[src/rtl/core/symbol_frequency_table_sort_core_assert.svh]
// Assertion macros shared by the symbol frequency table core.
`ifndef SYMBOL_FREQUENCY_TABLE_SORT_CORE_ASSERT_SVH
`define SYMBOL_FREQUENCY_TABLE_SORT_CORE_ASSERT_SVH
`ifndef ASSERT_OFF
`define SFTS_ASSERT(lbl, clk, rst_n, prop, msg) \
  lbl: assert property (@(posedge clk) disable iff (!rst_n) prop) else $error(msg);
`define SFTS_ASSERT_RST(lbl, clk, prop, msg) \
  lbl: assert property (@(posedge clk) prop) else $error(msg);
`else
`define SFTS_ASSERT(lbl, clk, rst_n, prop, msg)
`define SFTS_ASSERT_RST(lbl, clk, prop, msg)
`endif
`endif

[src/rtl/core/sfts_pkg.sv]
// Types and constants of the symbol frequency table core.
`timescale 1ns / 1ps
package sfts_pkg;
  localparam int unsigned SYM_BITS       = 8;
  localparam int unsigned OUT_COUNT_BITS = 32;
  localparam int unsigned TOTAL_BITS     = 9;
  localparam logic [SYM_BITS-1:0] SYM_SIGN = 8'h80;

  typedef enum logic [1:0] {
    KIND_ADD  = 2'd0,
    KIND_SORT = 2'd1,
    KIND_READ = 2'd2,
    KIND_NOP  = 2'd3
  } kind_e;

  typedef enum logic {
    ST_IDLE = 1'b0,
    ST_SORT = 1'b1
  } state_e;

  // Command broadcast to every cell in a cycle.
  typedef struct packed {
    logic                add;
    logic                append;
    logic                sort;
    logic                phase;
    logic [SYM_BITS-1:0] sym;
  } cell_cmd_t;
endpackage

[src/rtl/core/sfts_cell.sv]
// One table slot: symbol and count, local count update and neighbor swap.
`timescale 1ns / 1ps
module sfts_cell #(
  parameter int unsigned COUNT_BITS = 32,
  parameter int unsigned CW         = 9,
  parameter int unsigned IDX        = 0
) (
  input  logic                         clk_i,
  input  sfts_pkg::cell_cmd_t          cmd_i,
  input  logic [CW-1:0]                total_i,
  input  logic [sfts_pkg::SYM_BITS-1:0] left_sym_i,
  input  logic [COUNT_BITS-1:0]        left_cnt_i,
  input  logic                         swap_l_i,
  input  logic [sfts_pkg::SYM_BITS-1:0] right_sym_i,
  input  logic [COUNT_BITS-1:0]        right_cnt_i,
  output logic                         swap_r_o,
  output logic                         hit_o,
  output logic [COUNT_BITS-1:0]        cnt_next_o,
  output logic [sfts_pkg::SYM_BITS-1:0] sym_o,
  output logic [COUNT_BITS-1:0]        cnt_o
);
  import sfts_pkg::*;

  localparam logic [CW-1:0] MY_IDX   = CW'(IDX);
  localparam logic [CW-1:0] NEXT_IDX = CW'(IDX + 1);
  localparam logic          MY_PAR   = 1'(IDX % 2);

  logic [SYM_BITS-1:0]   sym_q, sym_d;
  logic [COUNT_BITS-1:0] cnt_q, cnt_d;
  logic                  valid, right_valid, right_first;
  logic [COUNT_BITS-1:0] cnt_inc;

  // Match and saturating increment
  assign valid   = MY_IDX < total_i;
  assign hit_o   = valid && (sym_q == cmd_i.sym);
  assign cnt_inc = (&cnt_q) ? cnt_q : cnt_q + COUNT_BITS'(1);
  assign cnt_next_o = cnt_inc;

  // Compare with right neighbor: lower count first, then lower signed symbol
  assign right_valid = NEXT_IDX < total_i;
  assign right_first = (right_cnt_i < cnt_q) ||
                       ((right_cnt_i == cnt_q) &&
                        ((right_sym_i ^ SYM_SIGN) < (sym_q ^ SYM_SIGN)));
  assign swap_r_o = cmd_i.sort && (cmd_i.phase == MY_PAR) && right_valid && right_first;

  // Pick next slot contents
  always_comb begin
    sym_d = sym_q;
    cnt_d = cnt_q;
    priority if (cmd_i.add && hit_o) begin
      cnt_d = cnt_inc;
    end else if (cmd_i.append && (total_i == MY_IDX)) begin
      sym_d = cmd_i.sym;
      cnt_d = COUNT_BITS'(1);
    end else if (swap_r_o) begin
      sym_d = right_sym_i;
      cnt_d = right_cnt_i;
    end else if (swap_l_i) begin
      sym_d = left_sym_i;
      cnt_d = left_cnt_i;
    end else begin
      sym_d = sym_q;
    end
  end

  always_ff @(posedge clk_i) begin
    sym_q <= sym_d;
    cnt_q <= cnt_d;
  end

  assign sym_o = sym_q;
  assign cnt_o = cnt_q;
endmodule

[config.mk]
export PLATFORM = sky130hd
export DESIGN_NAME = sfts_cell
export DESIGN_NICKNAME = d
export VERILOG_FILES = /design/src/rtl/core/symbol_frequency_table_sort_core_assert.svh /design/src/rtl/core/sfts_pkg.sv /design/src/rtl/core/sfts_cell.sv
export SDC_FILE = /design/constraint.sdc
export NUM_CORES = 1
export LEC_CHECK = 0
export ABC_AREA = 1
export BUFFER_PORTS_ARGS = -buffer_cell sky130_fd_sc_hd__buf_2
export CORE_MARGIN = 2
export CORE_UTILIZATION = 25
export CTS_CLUSTER_SIZE = 25
export DETAILED_ROUTE_END_ITERATION = 12
export PLACE_DENSITY = 0.45
export SKIP_CTS_REPAIR_TIMING = 1
export SLEW_MARGIN = 20
export SYNTH_ARGS = -nofsm -noshare
export SYNTH_HDL_FRONTEND = slang
export SYNTH_SLANG_ARGS = --single-unit
[constraint.sdc]
create_clock -name clk_i -period 4.2 [get_ports clk_i]
set_input_delay 0.84 -clock clk_i [delete_from_list [all_inputs] [get_ports clk_i]]
set_output_delay 0.84 -clock clk_i [all_outputs]
set_load 0.01 [all_outputs]
== Word level (Yosys, flattened, before mapping) ==
Index checks and enable logic that the tools add are counted.
Word-level totals
  ROM bits: 0
  register bits after elaboration: 40
  bits in latches: 0
  memory bits (writable): 0
  output and inout port bits: 74
  input port bits: 103
  word-level logic and storage cells: 34
  memories kept: 0
Cells by class
  multiplexer cells: 8
  reduce and logical (&&, ||, !) cells: 13
  add/sub/neg operators: 1
  multipliers: 0
  $lt $le $gt $ge: 4
  bitwise gates (word level): 4
  equal/unequal tests: 2
  shifts and indexed selects: 0
  divide/modulo/power cells: 0
Operators with widths (count)
  $mux 32: 5
  $add 32x1->32 const B: 1
  $eq 32x32->1: 1
  $lt 32x32->1: 1
  $reduce_and 32->1: 1
  $mux 8: 3
  $lt 1x9->1 const A: 2
  $logic_not 9->1: 1
  $eq 8x8->1: 1
  $lt 8x8->1: 1
  $logic_and 1x1->1: 7
  $not 1->1: 4
  $reduce_bool 4->1: 1
  $reduce_bool 3->1: 1
  $reduce_and 2->1: 1
  $logic_or 1x1->1: 1

== Depth between registers and ports, before layout ==
  word-level depth: 8
  gate-level depth with buffers: 19
  gate-level depth less buffers: 18

== Worst setup path after synthesis ==
No wires, ideal clock.
  path kind: in2reg
  from: input port right_cnt_i[15]
  to: register cnt_q[0] (netlist: cnt_o[0]) (enable)
  library setup time: 0.561 ns
  stages: 11
  path slack: 0.710 ns
  arrival: 2.929 ns
  cell sequence: ha_1 -> nand2_1 -> nor3_1 -> nand2_1 -> nand2_1 -> nand2_1 -> nand2_1 -> nand2_1 -> nand2_1 -> clkbuf_1 -> nand3_1
Between the ends
  cells in the longest elaborated chain, start to end: 5
  elaborated cells on any way between the ends: 6
  those cells by class: order compare (1); eq/ne (1); reduce/logical (4)
Ends and longest elaborated chain
  from (decl): line sfts_cell.sv:15  | input logic [COUNT_BITS-1:0] right_cnt_i,
  parallel branches: the longest is 2 deep, another holds $lt 32x32->1
  $logic_or 1x1->1 *: line sfts_cell.sv:41  | assign right_first = (right_cnt_i < cnt_q) ||
  $logic_and 1x1->1 *: line sfts_cell.sv:44  | assign swap_r_o = cmd_i.sort && (cmd_i.phase == MY_PAR) && right_valid && right_first;
  $reduce_bool 4->1 (no source line) *
  to (signal assigned): line sfts_cell.sv:68  | cnt_q <= cnt_d;
  to (decl): line sfts_cell.sv:29  | logic [COUNT_BITS-1:0] cnt_q, cnt_d;
Every way passes the cells marked *.
A chain may end at the register's enable or synchronous reset.

== Worst setup path after layout ==
  from: register cnt_q[0] (netlist: cnt_o[0])
  to: output port cnt_next_o[1]
Between the ends
  cells in the longest elaborated chain, start to end: 2
  elaborated cells on any way between the ends: 3
  those cells by class: add/sub (1); mux (1); reduce/logical (1)
Ends and longest elaborated chain
  $add 32x1->32 / $reduce_and 32->1 (equally long branches): line sfts_cell.sv:36  | assign cnt_inc = (&cnt_q) ? cnt_q : cnt_q + COUNT_BITS'(1);
  $mux 32 *: line sfts_cell.sv:36
  to (decl): line sfts_cell.sv:18  | output logic [COUNT_BITS-1:0] cnt_next_o,
Every way passes the cells marked *; elsewhere a longest branch is shown, timed or not.

==> summary.txt <==
Clock network
  – Clk root buf: clkbuf_16
  – Reg clk slew, reported paths: 70 ps
  – CTS tree: yes
  – Clock Path Buffers: 2
  – CTS H-tree lvls: 2
  – Number of clock sinks: 40
  – Clk_lat worst skew: around 300 ps
  – TritonCTS buffer count: 5

Timing
  – Fin crit share: 0.8229
  – TNS Setup: 0 ps
  – Final period demand of the worst path: 3456 ps
  – Final setup viols: 0
  – Unrepaired setup endpoints after global routing: no
  – Relative slew slack: 0.6206
  – Final Max Slew Viols: 0
  – Skew final: about 12 ps
  – Slew @ Worst Pin: ~570 ps
  – Achievable frequency: 0.2893 GHz
  – Final Hold Fails: 0

Routing
  – Drt pass-1 iters: 6
  – Via count: 4881
  – Post-route DRC: 0
  – DR WL/cell: between 15 and 20 um
  – Final WL: ~17 mm
  – Vias per std cell: roughly 4.5
  – Initial DRC Count: ~240
  – Routed Antenna Nets: 0

Place
  – Placer Congestion: 0.8365
  – IO Port Bufs: around 180
  – Dpl cells: approximately 1.1k
  – Final HPWL DP: approximately 14 mm

Worst setup path
  – CP max FO: 11
  – Reg2Reg Depth: 12
  – Worst EP arrival: 2620 ps
  – Crit Path Class: reg2out
  – Launching point of the worst reg2reg path: cnt_o[15]$_DFFE_PP_
  – Critical Path Start: cnt_o[0]$_DFFE_PP_
  – RR Endpoint: cnt_o[13]$_DFFE_PP_
  – Critical Path Sink: cnt_next_o[1]
  – Slack of the worst reg-to-reg path: roughly 1300 ps
  – Worst path required time: 3360 ps
  – Crit end category: output pin
  – Worst Setup Start Kind: flip-flop

Floorplanning
  – Die Width: 139.3 um
  – Initial Util: 0.2549
  – Ports: 177
  – Core ar.: about 0.018 mm^2
  – Site Rows: 49
  – Die area: 0.01941 mm^2
  – Die H: between 100 and 150 um

Cells and area
  – Antenna cells: 0
  – Fill count: ~2k
  – Share of post-route cells with drive strength above 1: 0.2558
  – Nets: roughly 1000
  – Post-Layout Cell Count: about 1.1k
  – P&R area growth vs syn: 29.57%

Global route
  – Largest net degree at the start of global routing: 42
  – Grt total ovfl: 0
  – GRT busiest layer: met2
  – Met3 Resource Use GR: 0.02787
  – Global-route wire length before repair: about 26 mm
  – Met1 GRT Util: 0.2381
  – Number of global-route vias before repair: roughly 4.8k
  – Overall Global Routing Usage: 0.1734
  – Met2 usage: 0.2877
  – Initial antenna violation count: 0

Logic synthesis
  – Ranking of synthesized cells by area: edfxtp_1, nand2_1, ha_1
  – Top-count cell post-synth: nand2_1
  – Netlist cell types: 32
  – Mapped Area: approximately 0.0046 mm^2
  – Dominant cell type by area after synthesis: edfxtp_1
  – Ys flop type: edfxtp_1
  – FFs w/ async S/R, synth: 0
  – Most frequent cells after synthesis: nand2_1, inv_1, nand3_1, edfxtp_1, ha_1
  – Synth top area share: 0.2624
  – Register area share after synthesis: 0.2624
  – Post-synth EDFFs: 40
  – Syn nets: just over 800
  – Post-synthesis cell count: about 680
  – Synthesis Warnings: 0
  – Syn avg cell area: just under 7 um^2
  – Yosys reg bits: 40

Worst hold path
  – Worst hold-check path type: reg2reg
  – Hold Crit Start: cnt_o[30]$_DFFE_PP_

Power
  – Switching pwr: slightly below 0.0006 W
  – Sw frac: 0.3678
  – VDD IR-drop max: around 0.13 mV
  – Pwr Total: about 0.0016 W
  – Leakage: ~3.2 nW
  – Clock group share of total power: 0.284
  – P per Cell Area: approximately 270 mW/mm^2
  – Internal power: between 0.001 and 0.0015 W
  – Reg power frac: 0.349
  – Comb pwr share: 0.367

Run
  – Max-cap viol count: 0

Run status
  – Status: complete, no violations
==> power by group through the flow <==
stage / registers (W) / logic (W) / clock network [W]
after floorplan: 0.000567 / 0.000328 / 0
after global placement: 0.000563 / 0.000589 / 0
after detailed placement: 0.000562 / 0.000589 / 0
after CTS: 0.000554 / 0.000592 / 0.000462
after global routing: 0.000561 / 0.000663 / 0.000475
final: 0.000553 / 0.000581 / 0.000450
==> worst min-delay path by stage <==
stage	to	cells past startpoint
after floorplan	cnt_o[9]$_DFFE_PP_	3
after global placement	cnt_o[30]$_DFFE_PP_	4
after detailed placement	cnt_o[30]$_DFFE_PP_	4
after CTS	cnt_o[30]$_DFFE_PP_	4
after global routing	sym_o[2]$_DFFE_PP_	3
final	cnt_o[30]$_DFFE_PP_	4
==> metal layers <==
layer	wire length, um	share of wire
met3	890	0.053
met5	0	0
met4	194	0.012
met2	7655	0.46
met1	8050	0.48
==> layout by cell type, fill, tap and decap left out, types with 2 or more instances in the layout <==
cell type	count
or2_2	3
nand3b_1	38
clkbuf_16	5
xor2_2	7
nor2_4	2
nand3_1	76
a21oi_1	19
inv_1	106
buf_4	13
nor3_1	15
o21ai_0	8
ha_1	40
nand2_1	218
nand3_2	4
nor2_1	34
edfxtp_1	40
nand4_1	16
xor2_1	13
xnor2_1	3
buf_2	176
nor4_1	4
==> cells by family (layout without fill, tap and decap cells) <==
kind of cell / after synthesis / in the layout / synth area share
adders and majority gates: 40 / 40 / 0.1093
xor gates and xnor gates: 23 / 23 / 0.05548
and+or+nand+nor: 418 / 418 / 0.4307
buffers and inverters: 128 / 305 / 0.1079
AOI/OAI and AO/OA: 30 / 30 / 0.03416
DFF: 40 / 40 / 0.2624
==> through the flow <==
step	util	worst slack (ps)	area (um^2)	hold slack, ps
3_3_place_gp	0.3211	794.2	5768	755.7
2_1_floorplan	-	710.4	4578	812.2
3_5_place_dp	0.3211	786.6	5768	763.2
5_1_grt	0.3302	491.0	5932	842.4
6_report	0.3302	743.8	5932	774.2
4_1_cts	0.3302	709.0	5932	779.4
==> registers in the layout (all words and copies together), names as in the netlist <==
signal  cells
cnt_o      32
sym_o       8
==> critical path: stages (launching register included) <==
cell	delay, ps
edfxtp_1	460
ha_1	270
nand3_2	130
nor2_4	140
nand2_4	80
nor4_2	270
nand2_1	280
buf_4	270
o21ai_0	220
buf_2	180
==> layout make-up <==
class / count / area, um^2 / area share
timing repair buffer: 189 / 978.4 / 0.1649
multi-input combinational: 511 / 2897 / 0.4883
inverter: 108 / 405.4 / 0.06834
clock buffer: 6 / 128.9 / 0.02173
clock inverter: 2 / 35.03 / 0.005906
tap: 229 / 286.5 / 0.04830
sequential: 40 / 1201 / 0.2025
(Power assumes the default switching activity.)
